**src/rtl/core/pse_pkg.sv**
```systemverilog
// shared types, codes and defaults for the postfix stack evaluator
package pse_pkg;

   localparam int STACK_DEPTH_DEFAULT = 64;
   localparam int VALUE_WIDTH_DEFAULT = 32;
   // token queue between front and back, power of two
   localparam int QUEUE_DEPTH = 2;

   localparam logic [3:0] OP_VALUE = 4'd0;
   localparam logic [3:0] OP_OR    = 4'd1;
   localparam logic [3:0] OP_XOR   = 4'd2;
   localparam logic [3:0] OP_AND   = 4'd3;
   localparam logic [3:0] OP_EQUAL = 4'd4;
   localparam logic [3:0] OP_ADD   = 4'd5;
   localparam logic [3:0] OP_SUB   = 4'd6;
   localparam logic [3:0] OP_MUL   = 4'd7;
   localparam logic [3:0] OP_DIV   = 4'd8;
   localparam logic [3:0] OP_MOD   = 4'd9;
   localparam logic [3:0] OP_NEG   = 4'd10;

   typedef enum logic [2:0] {
      ST_OK       = 3'd0,
      ST_OVERFLOW = 3'd1,
      ST_UNDERFLOW= 3'd2,
      ST_EMPTY    = 3'd3,
      ST_LEFTOVER = 3'd4,
      ST_BAD      = 3'd5
   } status_type;

   typedef enum logic [1:0] {
      KIND_PUSH = 2'd0,
      KIND_NEG  = 2'd1,
      KIND_BIN  = 2'd2,
      KIND_BAD  = 2'd3
   } kind_type;

   typedef struct packed {
      logic [3:0]         op;
      logic signed [31:0] operand;
      logic               last;
   } req_type;

   typedef struct packed {
      logic signed [31:0] result;
      status_type         status;
   } rsp_type;

   typedef struct packed {
      kind_type           kind;
      logic [3:0]         op;
      logic signed [31:0] operand;
      logic               last;
   } tok_type;

   typedef struct packed {
      logic    valid;
      tok_type tok;
   } head_type;

endpackage

```
**src/rtl/core/pse_ram.sv**
```systemverilog
// generic single write port, single read port ram with registered read
module pse_ram #(
   parameter int WIDTH = 32,
   parameter int DEPTH = 64,
   localparam int AddrW = (DEPTH > 1) ? $clog2(DEPTH) : 1
) (
   input  logic             clock,
   input  logic             wr_en,
   input  logic [AddrW-1:0] wr_addr,
   input  logic [WIDTH-1:0] wr_data,
   input  logic             rd_en,
   input  logic [AddrW-1:0] rd_addr,
   output logic [WIDTH-1:0] rd_data
);

   logic [WIDTH-1:0] mem_ff [DEPTH];
   logic [WIDTH-1:0] rd_data_ff;

   always_ff @(posedge clock) begin
      if (wr_en) begin
         mem_ff[wr_addr] <= wr_data;
      end
      if (rd_en) begin
         rd_data_ff <= mem_ff[rd_addr];
      end
   end

   assign rd_data = rd_data_ff;

endmodule

```
**src/rtl/core/pse_div.sv**
```systemverilog
// iterative signed divider, one quotient bit per cycle, truncating
module pse_div #(
   parameter int WIDTH = 32
) (
   input  logic             clock,
   input  logic             reset,
   input  logic             start,
   input  logic [WIDTH-1:0] dividend,
   input  logic [WIDTH-1:0] divisor,
   output logic             done,
   output logic [WIDTH-1:0] quotient,
   output logic [WIDTH-1:0] remainder
);

   localparam int CntW = $clog2(WIDTH + 1);

   logic             busy_ff, busy_in;
   logic             done_ff, done_in;
   logic [CntW-1:0]  count_ff, count_in;
   logic [WIDTH-1:0] rem_ff, rem_in;
   logic [WIDTH-1:0] quo_ff, quo_in;
   logic [WIDTH-1:0] dsr_ff, dsr_in;
   logic             neg_q_ff, neg_q_in;
   logic             neg_r_ff, neg_r_in;
   logic [WIDTH:0]   rem_sh;
   logic [WIDTH:0]   diff;

   always_comb begin
      busy_in  = busy_ff;
      done_in  = 1'b0;
      count_in = count_ff;
      rem_in   = rem_ff;
      quo_in   = quo_ff;
      dsr_in   = dsr_ff;
      neg_q_in = neg_q_ff;
      neg_r_in = neg_r_ff;
      rem_sh   = {rem_ff, quo_ff[WIDTH-1]};
      diff     = rem_sh - {1'b0, dsr_ff};
      if (start) begin
         busy_in  = 1'b1;
         count_in = CntW'(WIDTH);
         rem_in   = '0;
         // magnitudes; the most negative value maps onto itself as unsigned
         quo_in   = dividend[WIDTH-1] ? ('0 - dividend) : dividend;
         dsr_in   = divisor[WIDTH-1] ? ('0 - divisor) : divisor;
         neg_q_in = dividend[WIDTH-1] ^ divisor[WIDTH-1];
         neg_r_in = dividend[WIDTH-1];
      end else if (busy_ff) begin
         if (!diff[WIDTH]) begin
            rem_in = diff[WIDTH-1:0];
            quo_in = {quo_ff[WIDTH-2:0], 1'b1};
         end else begin
            rem_in = rem_sh[WIDTH-1:0];
            quo_in = {quo_ff[WIDTH-2:0], 1'b0};
         end
         count_in = count_ff - CntW'(1);
         if (count_ff == CntW'(1)) begin
            busy_in = 1'b0;
            done_in = 1'b1;
         end
      end
   end

   always_ff @(posedge clock) begin
      if (reset) begin
         busy_ff <= 1'b0;
         done_ff <= 1'b0;
      end else begin
         busy_ff <= busy_in;
         done_ff <= done_in;
      end
   end

   always_ff @(posedge clock) begin
      count_ff <= count_in;
      rem_ff   <= rem_in;
      quo_ff   <= quo_in;
      dsr_ff   <= dsr_in;
      neg_q_ff <= neg_q_in;
      neg_r_ff <= neg_r_in;
   end

   assign done      = done_ff;
   assign quotient  = neg_q_ff ? ('0 - quo_ff) : quo_ff;
   assign remainder = neg_r_ff ? ('0 - rem_ff) : rem_ff;

endmodule

```
**src/rtl/core/pse_front.sv**
```systemverilog
// token intake: classifies each token and queues it for the execute side
module pse_front (
   input  logic              clock,
   input  logic              reset,
   input  logic              push,
   output logic              full,
   input  pse_pkg::req_type  req_data,
   output pse_pkg::head_type head,
   input  logic              head_pop
);

   localparam int PtrW = (pse_pkg::QUEUE_DEPTH > 1) ? $clog2(pse_pkg::QUEUE_DEPTH) : 1;
   localparam int CntW = $clog2(pse_pkg::QUEUE_DEPTH + 1);

   pse_pkg::tok_type q_ff [pse_pkg::QUEUE_DEPTH];
   logic [PtrW-1:0]  wr_ptr_ff, wr_ptr_in;
   logic [PtrW-1:0]  rd_ptr_ff, rd_ptr_in;
   logic [CntW-1:0]  count_ff, count_in;
   pse_pkg::tok_type tok;
   logic             wr_en;
   logic             rd_en;

   always_comb begin
      tok.op      = req_data.op;
      tok.operand = req_data.operand;
      tok.last    = req_data.last;
      case (req_data.op)
         pse_pkg::OP_VALUE: tok.kind = pse_pkg::KIND_PUSH;
         pse_pkg::OP_NEG:   tok.kind = pse_pkg::KIND_NEG;
         pse_pkg::OP_OR,
         pse_pkg::OP_XOR,
         pse_pkg::OP_AND,
         pse_pkg::OP_EQUAL,
         pse_pkg::OP_ADD,
         pse_pkg::OP_SUB,
         pse_pkg::OP_MUL,
         pse_pkg::OP_DIV,
         pse_pkg::OP_MOD:   tok.kind = pse_pkg::KIND_BIN;
         default:           tok.kind = pse_pkg::KIND_BAD;
      endcase
   end

   assign full  = (count_ff == CntW'(pse_pkg::QUEUE_DEPTH));
   assign wr_en = push && !full;
   assign rd_en = head_pop && (count_ff != '0);

   always_comb begin
      wr_ptr_in = wr_ptr_ff;
      rd_ptr_in = rd_ptr_ff;
      count_in  = count_ff;
      if (wr_en) begin
         wr_ptr_in = wr_ptr_ff + PtrW'(1);
      end
      if (rd_en) begin
         rd_ptr_in = rd_ptr_ff + PtrW'(1);
      end
      if (wr_en && !rd_en) begin
         count_in = count_ff + CntW'(1);
      end else if (rd_en && !wr_en) begin
         count_in = count_ff - CntW'(1);
      end
   end

   always_ff @(posedge clock) begin
      if (reset) begin
         wr_ptr_ff <= '0;
         rd_ptr_ff <= '0;
         count_ff  <= '0;
      end else begin
         wr_ptr_ff <= wr_ptr_in;
         rd_ptr_ff <= rd_ptr_in;
         count_ff  <= count_in;
      end
   end

   always_ff @(posedge clock) begin
      if (wr_en) begin
         q_ff[wr_ptr_ff] <= tok;
      end
   end

   assign head.valid = (count_ff != '0);
   assign head.tok   = q_ff[rd_ptr_ff];

endmodule

```
**src/rtl/core/pse_back.sv**
```systemverilog
// execute side: value stack, alu, multiplier halves, divider and result register
module pse_back #(
   parameter int STACK_DEPTH = pse_pkg::STACK_DEPTH_DEFAULT,
   parameter int VALUE_WIDTH = pse_pkg::VALUE_WIDTH_DEFAULT
) (
   input  logic              clock,
   input  logic              reset,
   input  pse_pkg::head_type head,
   output logic              head_pop,
   output logic              rsp_valid,
   input  logic              rsp_pop,
   output pse_pkg::rsp_type  rsp_data
);

   localparam int DepthW = $clog2(STACK_DEPTH + 1);
   localparam int AddrW  = (STACK_DEPTH > 1) ? $clog2(STACK_DEPTH) : 1;
   localparam int LoW    = (VALUE_WIDTH + 1) / 2;
   localparam int HiW    = VALUE_WIDTH - LoW;

   typedef enum logic [4:0] {
      S_IDLE = 5'b00001,
      S_EXEC = 5'b00010,
      S_MUL  = 5'b00100,
      S_DIV  = 5'b01000,
      S_EMIT = 5'b10000
   } state_type;

   state_type            state_ff, state_in;
   logic [DepthW-1:0]    depth_ff, depth_in;
   pse_pkg::status_type  err_ff, err_in;
   logic [VALUE_WIDTH-1:0] tos_ff, tos_in;
   logic [3:0]           op_ff, op_in;
   logic                 last_ff, last_in;
   logic [VALUE_WIDTH-1:0] ll_ff, ll_in;
   logic [HiW-1:0]       cross_ff, cross_in;
   logic                 rsp_valid_ff, rsp_valid_in;
   pse_pkg::rsp_type     rsp_ff, rsp_in;

   logic                   ram_wr_en;
   logic [AddrW-1:0]       ram_wr_addr;
   logic [VALUE_WIDTH-1:0] ram_wr_data;
   logic                   ram_rd_en;
   logic [AddrW-1:0]       ram_rd_addr;
   logic [VALUE_WIDTH-1:0] ram_rd_data;

   logic                   div_start;
   logic                   div_done;
   logic [VALUE_WIDTH-1:0] div_quo;
   logic [VALUE_WIDTH-1:0] div_rem;

   logic [DepthW-1:0]      depth_m1;
   logic [DepthW-1:0]      depth_m2;
   logic [VALUE_WIDTH-1:0] b_val;
   logic [LoW-1:0]         a_lo, b_lo;
   logic [HiW-1:0]         a_hi, b_hi;
   logic                   slot_free;
   state_type              after_tok;

   // entries below the top live in the ram, the top entry lives in tos_ff
   pse_ram #(
      .WIDTH(VALUE_WIDTH),
      .DEPTH(STACK_DEPTH)
   ) u_stack (
      .clock  (clock),
      .wr_en  (ram_wr_en),
      .wr_addr(ram_wr_addr),
      .wr_data(ram_wr_data),
      .rd_en  (ram_rd_en),
      .rd_addr(ram_rd_addr),
      .rd_data(ram_rd_data)
   );

   pse_div #(
      .WIDTH(VALUE_WIDTH)
   ) u_div (
      .clock    (clock),
      .reset    (reset),
      .start    (div_start),
      .dividend (ram_rd_data),
      .divisor  (tos_ff),
      .done     (div_done),
      .quotient (div_quo),
      .remainder(div_rem)
   );

   assign depth_m1    = depth_ff - DepthW'(1);
   assign depth_m2    = depth_ff - DepthW'(2);
   assign b_val       = ram_rd_data;
   assign a_lo        = tos_ff[LoW-1:0];
   assign a_hi        = tos_ff[VALUE_WIDTH-1:LoW];
   assign b_lo        = b_val[LoW-1:0];
   assign b_hi        = b_val[VALUE_WIDTH-1:LoW];
   assign slot_free   = !rsp_valid_ff || rsp_pop;
   assign ram_wr_addr = depth_m1[AddrW-1:0];
   assign ram_wr_data = tos_ff;
   assign ram_rd_addr = depth_m2[AddrW-1:0];

   always_comb begin
      state_in     = state_ff;
      depth_in     = depth_ff;
      err_in       = err_ff;
      tos_in       = tos_ff;
      op_in        = op_ff;
      last_in      = last_ff;
      ll_in        = ll_ff;
      cross_in     = cross_ff;
      rsp_valid_in = rsp_valid_ff && !rsp_pop;
      rsp_in       = rsp_ff;
      head_pop     = 1'b0;
      ram_wr_en    = 1'b0;
      ram_rd_en    = 1'b0;
      div_start    = 1'b0;
      after_tok    = last_ff ? S_EMIT : S_IDLE;

      case (state_ff)
         S_IDLE: begin
            if (head.valid) begin
               head_pop = 1'b1;
               op_in    = head.tok.op;
               last_in  = head.tok.last;
               state_in = head.tok.last ? S_EMIT : S_IDLE;
               // after a fault the rest of the expression is dropped
               if (err_ff == pse_pkg::ST_OK) begin
                  case (head.tok.kind)
                     pse_pkg::KIND_PUSH: begin
                        if (depth_ff == DepthW'(STACK_DEPTH)) begin
                           err_in = pse_pkg::ST_OVERFLOW;
                        end else begin
                           ram_wr_en = (depth_ff != '0);
                           tos_in    = VALUE_WIDTH'(head.tok.operand);
                           depth_in  = depth_ff + DepthW'(1);
                        end
                     end
                     pse_pkg::KIND_NEG: begin
                        if (depth_ff == '0) begin
                           err_in = pse_pkg::ST_UNDERFLOW;
                        end else begin
                           tos_in = '0 - tos_ff;
                        end
                     end
                     pse_pkg::KIND_BIN: begin
                        if (depth_ff < DepthW'(2)) begin
                           err_in = pse_pkg::ST_UNDERFLOW;
                        end else if ((head.tok.op == pse_pkg::OP_DIV ||
                                      head.tok.op == pse_pkg::OP_MOD) && tos_ff == '0) begin
                           err_in = pse_pkg::ST_BAD;
                        end else begin
                           ram_rd_en = 1'b1;
                           state_in  = S_EXEC;
                        end
                     end
                     default: begin
                        err_in = pse_pkg::ST_BAD;
                     end
                  endcase
               end
            end
         end

         S_EXEC: begin
            state_in = after_tok;
            depth_in = depth_m1;
            case (op_ff)
               pse_pkg::OP_OR:    tos_in = b_val | tos_ff;
               pse_pkg::OP_XOR:   tos_in = b_val ^ tos_ff;
               pse_pkg::OP_AND:   tos_in = b_val & tos_ff;
               pse_pkg::OP_EQUAL: tos_in = (b_val == tos_ff) ? VALUE_WIDTH'(1) : '0;
               pse_pkg::OP_ADD:   tos_in = b_val + tos_ff;
               pse_pkg::OP_SUB:   tos_in = b_val - tos_ff;
               pse_pkg::OP_MUL: begin
                  // low half product plus the cross terms that land below the wrap
                  ll_in    = {{HiW{1'b0}}, a_lo} * {{HiW{1'b0}}, b_lo};
                  cross_in = a_hi * b_lo[HiW-1:0] + a_lo[HiW-1:0] * b_hi;
                  depth_in = depth_ff;
                  state_in = S_MUL;
               end
               default: begin
                  div_start = 1'b1;
                  depth_in  = depth_ff;
                  state_in  = S_DIV;
               end
            endcase
         end

         S_MUL: begin
            tos_in   = ll_ff + {cross_ff, {LoW{1'b0}}};
            depth_in = depth_m1;
            state_in = after_tok;
         end

         S_DIV: begin
            if (div_done) begin
               tos_in   = (op_ff == pse_pkg::OP_DIV) ? div_quo : div_rem;
               depth_in = depth_m1;
               state_in = after_tok;
            end
         end

         S_EMIT: begin
            if (slot_free) begin
               rsp_valid_in  = 1'b1;
               rsp_in.result = '0;
               if (err_ff != pse_pkg::ST_OK) begin
                  rsp_in.status = err_ff;
               end else if (depth_ff == '0) begin
                  rsp_in.status = pse_pkg::ST_EMPTY;
               end else if (depth_ff > DepthW'(1)) begin
                  rsp_in.status = pse_pkg::ST_LEFTOVER;
               end else begin
                  rsp_in.status = pse_pkg::ST_OK;
                  rsp_in.result = 32'(tos_ff);
               end
               depth_in = '0;
               err_in   = pse_pkg::ST_OK;
               state_in = S_IDLE;
            end
         end

         default: begin
            state_in = S_IDLE;
         end
      endcase
   end

   always_ff @(posedge clock) begin
      if (reset) begin
         state_ff     <= S_IDLE;
         depth_ff     <= '0;
         err_ff       <= pse_pkg::ST_OK;
         rsp_valid_ff <= 1'b0;
      end else begin
         state_ff     <= state_in;
         depth_ff     <= depth_in;
         err_ff       <= err_in;
         rsp_valid_ff <= rsp_valid_in;
      end
   end

   always_ff @(posedge clock) begin
      tos_ff   <= tos_in;
      op_ff    <= op_in;
      last_ff  <= last_in;
      ll_ff    <= ll_in;
      cross_ff <= cross_in;
      rsp_ff   <= rsp_in;
   end

   assign rsp_valid = rsp_valid_ff;
   assign rsp_data  = rsp_ff;

endmodule

```
**src/rtl/core/postfix_stack_evaluator.sv**
```systemverilog
// top level of the postfix stack evaluator
//
//   channel   ports                      transfer when
//   tokens    push, full, req_data       push && !full
//   results   empty, pop, rsp_data       pop && !empty
//
// work per token in the execute side: a value, negate, bad or dropped token is handled
// directly; or/xor/and/equal/add/sub add a stack ram read; mul adds a step to sum the
// product halves; div/mod wait on the divider, which gives one quotient bit per cycle.
// a token marked last then goes on to write the result register.
// reset clears depth, sticky error and both queues; the stack ram is not cleared.
// a full result register stalls the execute side only on a last token.
module postfix_stack_evaluator #(
   parameter int STACK_DEPTH = pse_pkg::STACK_DEPTH_DEFAULT,
   parameter int VALUE_WIDTH = pse_pkg::VALUE_WIDTH_DEFAULT
) (
   input  logic             clock,
   input  logic             reset,
   input  logic             push,
   output logic             full,
   input  pse_pkg::req_type req_data,
   output logic             empty,
   input  logic             pop,
   output pse_pkg::rsp_type rsp_data
);

   pse_pkg::head_type head;
   logic              head_pop;
   logic              rsp_valid;

   pse_front u_front (
      .clock   (clock),
      .reset   (reset),
      .push    (push),
      .full    (full),
      .req_data(req_data),
      .head    (head),
      .head_pop(head_pop)
   );

   pse_back #(
      .STACK_DEPTH(STACK_DEPTH),
      .VALUE_WIDTH(VALUE_WIDTH)
   ) u_back (
      .clock    (clock),
      .reset    (reset),
      .head     (head),
      .head_pop (head_pop),
      .rsp_valid(rsp_valid),
      .rsp_pop  (pop),
      .rsp_data (rsp_data)
   );

   assign empty = !rsp_valid;

endmodule

```
**config.mk**
```make
export PLATFORM = sky130hd
export DESIGN_NAME = postfix_stack_evaluator
export DESIGN_NICKNAME = d
export VERILOG_FILES = /design/src/rtl/core/pse_pkg.sv /design/src/rtl/core/pse_ram.sv /design/src/rtl/core/pse_div.sv /design/src/rtl/core/pse_front.sv /design/src/rtl/core/pse_back.sv /design/src/rtl/core/postfix_stack_evaluator.sv
export SDC_FILE = /design/constraint.sdc
export NUM_CORES = 2
export LEC_CHECK = 0
export ABC_AREA = 1
export ABC_CLOCK_PERIOD_IN_PS = 8050
export BUFFER_PORTS_ARGS = -buffer_cell sky130_fd_sc_hd__buf_2
export CAP_MARGIN = 15
export CELL_PAD_IN_SITES_DETAIL_PLACEMENT = 0
export CELL_PAD_IN_SITES_GLOBAL_PLACEMENT = 1
export CORE_MARGIN = 10
export CORE_UTILIZATION = 25
export DETAILED_ROUTE_END_ITERATION = 16
export GPL_TIMING_DRIVEN = 0
export PLACE_DENSITY = 0.51
export SLEW_MARGIN = 15
export SYNTH_ARGS = -nofsm -noshare
export SYNTH_HDL_FRONTEND = slang
export SYNTH_SLANG_ARGS = --single-unit
```
**constraint.sdc**
```tcl
create_clock -name clock -period 8.05 [get_ports clock]
set_input_delay 1.61 -clock clock [delete_from_list [all_inputs] [get_ports clock]]
set_output_delay 1.61 -clock clock [all_outputs]
set_load 0.02 [all_outputs]
```
==> flow_results.org <==
** Clocking
- Clk buf depth :: 4
- In this run the number of H-tree levels came out at 5.
- Root Driver :: sky130_fd_sc_hd__clkbuf_16
- TritonCTS built the clock tree.
- Clock-pin slew was measured on the worst setup and hold paths at roughly 60 ps.
- For the worst-skew pair, the clock arrives at the later sink with an insertion delay of 1000 ps.
- Clock tree synthesis found a total of 2405 sinks.
- Total clock buffers created by CTS :: 278
- Hold repair after CTS inserted 0 buffers.

** Route
- In the routed design, unresolved DRC markers number 0.
- Vias :: 99700
- In the final routed layout, each cell accounts on average for 32.7 µm.
- The detail route stage leaves a number of antenna-violating nets equal to 0.
- Number of DRC violations after detailed-routing iteration 0 :: approximately 13000
- Using the TritonRoute via totals, the vias-per-cell ratio works out to 5.14.
- Total length of routed wires :: around 630000 µm
- The first detailed-routing pass ran for 8 iterations.

** Logic synthesis
- After synthesis, the netlist uses 64 different library cells.
- Main synth FF type :: sky130_fd_sc_hd__edfxtp_1
- Top-area cell type share of the netlist area :: 0.568
- Post-synthesis cell count :: 12000
- Area leader, netlist :: sky130_fd_sc_hd__edfxtp_1
- Number of flops mapped to enable cells by yosys :: 2344
- Sequential fraction of the synthesis area :: 0.578
- Most used standard cell by instance count after synthesis :: sky130_fd_sc_hd__edfxtp_1
- Summing every instance area after synthesis gives about 120000 µm².
- Synthesized netlist net count :: approximately 13000
- In this run, synthesis produced a sequential element count of 2405.
- Most frequent cells after synthesis :: sky130_fd_sc_hd__edfxtp_1, sky130_fd_sc_hd__nand2_1, sky130_fd_sc_hd__nor2_1
- For this run, the number of Yosys warnings is 0.
- Post-synthesis average cell area :: 10.3 µm²
- Largest cells by area after synthesis :: sky130_fd_sc_hd__edfxtp_1, sky130_fd_sc_hd__fa_1, sky130_fd_sc_hd__o21ai_0
- In the synthesized netlist the async set-or-reset flop fraction comes to 0.

** Floorplanning
- Die Span X :: 724 µm
- The region available for standard cell placement spans between 400000 and 500000 µm².
- I/O pins :: 78
- Initial Utilization :: 0.251
- Rows :: 258
- Area of the die :: 525000 µm²
- Die H :: 724 µm

** Run
- Number of violations of the max-capacitance limit :: 0

** Final layout
- At the end of the flow, the number of nets in the layout was 13500.
- Count of placed standard cells in the final layout, fillers left out :: about 19000
- Ratio of cells with drive above 1 in the final layout :: 0.0948
- Post-synthesis to final-layout area growth :: 19.8%
- At the end of the flow the core is filled with cells to 0.301.
- Final std cell area, no fill :: 149000 µm²

** Worst setup path
- Maximum net fanout on the critical path :: 14
- The worst register-to-register path has a setup slack of 3 ps.
- STA puts the critical path data required time at around 8600 ps.
- STA classifies the critical path endpoint as a register.
- At the worst endpoint, the arrival time is 8620 ps.
- Crit Path Class :: reg2reg
- Category of the worst setup path launch point :: register

** STA
- Slew at the pin with the worst max-slew slack :: between 1000 and 1500 ps
- Count of final max-slew check failures :: 0
- Finish-stage setup viols :: 0
- Setup repair after global routing could not meet its margin everywhere.
- Final period util :: 1.00
- For this run, the top clock speed supported by timing is 124 MHz.
- Final worst clock skew :: 94.4 ps
- Final hold violations :: 0
- Slew headroom :: 0.0712
- The routed design could run at a clock period as short as 8050 ps.
- Across all hold checks on the routed design, the worst slack comes to 468 ps.

** Hold path
- Class of the worst hold path :: reg2reg

** Global route
- Entering global routing, the biggest net connects 34 pins.
- The total overflow left after global routing is 0.
- GRT Resource Usage Total :: 0.233
- The first global-routing pass estimated 844000 µm of wire.
- The number of global-route vias before repair is roughly 94000.
- Number of antenna violations at the first check in global routing :: 50

** Place
- Once detailed placement completed, the half-perimeter wirelength came to 493000 µm.
- Counting tap cells, the placed design contains a total of 18900 instances.
- The congestion estimate from routability-driven global placement came to 0.932.
- Instance area at placement :: 139000 µm²
- Buffers placed on the I/O ports in this run total 77.

** Run status
- Result of the run :: complete, no violations
==> placed cells by master, fill, tap and decap left out, drive strengths merged, types with 7 or more instances in the layout <==
master  synthesis  routed
a21o           10      10
inv          1257    1273
xor2           97      97
nand3b         26      26
dfxtp          61      61
nand4          65      65
clkinv          7     108
o31ai          14      14
a21oi         345     345
buf           262     645
nor3           62      62
a211oi          7       7
o211ai         27      27
edfxtp       2344    2344
a31oi          12      12
o21bai         21      21
o32ai          34      34
xnor2          34      34
nand3         452     452
clkbuf        421     778
fa            382     382
o221ai          8       8
nor4           15      15
o22ai         578     578
a221oi         31      31
ha            351     351
nor2         1723    1723
or3             7       7
or2            17      17
o21a           12      12
bufinv          0      19
o21ai        1522    1522
nand2        1785    1785
diode           0      12
==> registers in the layout (all words and copies together), names as in the netlist, 2 cells and up, named ones only <==
| name | flops |
|---|---|
| u_back.u_stack.mem_ff | 2048 |
| u_front.q_ff | 78 |
| u_back.rsp_data | 35 |
| u_back.ll_ff | 32 |
| u_back.u_div.dsr_ff | 32 |
| u_back.u_div.quo_ff | 32 |
| u_back.u_div.rem_ff | 32 |
| u_back.u_stack.rd_data | 32 |
| u_back.ram_wr_data | 31 |
| u_back.cross_ff | 16 |
| u_back.depth_ff | 7 |
| u_back.u_div.count_ff | 6 |
| u_back.state_ff | 5 |
| u_back.op_ff | 4 |
| u_back.err_ff | 3 |
| u_front.count_ff | 2 |
==> worst paths after layout <==
path / cells past startpoint / endpoint / start
setup / recovery: 15 / u_back.u_stack.rd_data[0] / u_back.depth_ff[1]
hold / removal: 1 / u_front.rd_ptr_ff / u_front.rd_ptr_ff
setup reg to reg: 15 / u_back.u_stack.rd_data[0] / u_back.depth_ff[1]
hold reg to reg: 1 / u_front.rd_ptr_ff / u_front.rd_ptr_ff
==> stage by stage <==
step           setup TNS, ps  setup WS, ps
5_1_grt                -51.6         -51.6
3_5_place_dp           -7070          -763
2_1_floorplan              0           838
3_3_place_gp        -2397810         -3420
6_report                   0          3.22
4_1_cts                 -214          -156
==> per-layer routing <==
metal	vias to the layer above	global-route usage	share of wire
met5	-	0	0.00018
li1	42800	-	-
met3	1061	0.0388	0.083
met1	50800	0.313	0.41
met2	5031	0.367	0.45
met4	18	0.110	0.058
==> cell type report <==
cell class / instances / area [µm²]
multi-input cells: 7663 / 45200
inverters: 1264 / 4740
clock buffers: 350 / 7360
flip-flops and latches: 2405 / 71600
diodes: 12 / 30.0
clock inverters: 141 / 1420
well taps: 6500 / 8130
fillers: 51500 / 345000
plain buffers: 674 / 3200
repair buffers: 402 / 6870
==> critical path, cell delays in order (launching register included) <==
cell and delay, ps:
sky130_fd_sc_hd__dfxtp_1 340, sky130_fd_sc_hd__buf_2 310, sky130_fd_sc_hd__inv_2 140, sky130_fd_sc_hd__buf_6 250
sky130_fd_sc_hd__buf_2 410, sky130_fd_sc_hd__clkbuf_2 620, sky130_fd_sc_hd__ha_1 350, sky130_fd_sc_hd__clkbuf_1 460
sky130_fd_sc_hd__inv_1 540, sky130_fd_sc_hd__buf_2 530, sky130_fd_sc_hd__clkbuf_1 840, sky130_fd_sc_hd__clkbuf_1 830
sky130_fd_sc_hd__o21ai_0 280, sky130_fd_sc_hd__o32ai_1 470, sky130_fd_sc_hd__nor2_1 280, sky130_fd_sc_hd__o22ai_1 950
==> cell families (layout without fill, tap and decap cells) <==
family,after synthesis,count (layout),synth area share
AO/OA/AOI/OAI,2636,2636,0.117
XOR/XNOR,131,131,0.00937
adder cells (fa/ha/maj),733,733,0.0971
buffers and inverters,1947,2831,0.0632
flip-flops,2405,2405,0.578
multiplexers,1,1,0.0000807
other,0,12,0
AND/OR/NAND/NOR,4162,4162,0.136
==> what timing repair did <==
action,CTS,global route
setup buffers,0,11
setup endpoints to repair,20,8
resized for setup,44,63
Power is not shown: default switching activity piles up to over one toggle a cycle in this logic, so the estimate is an artifact.
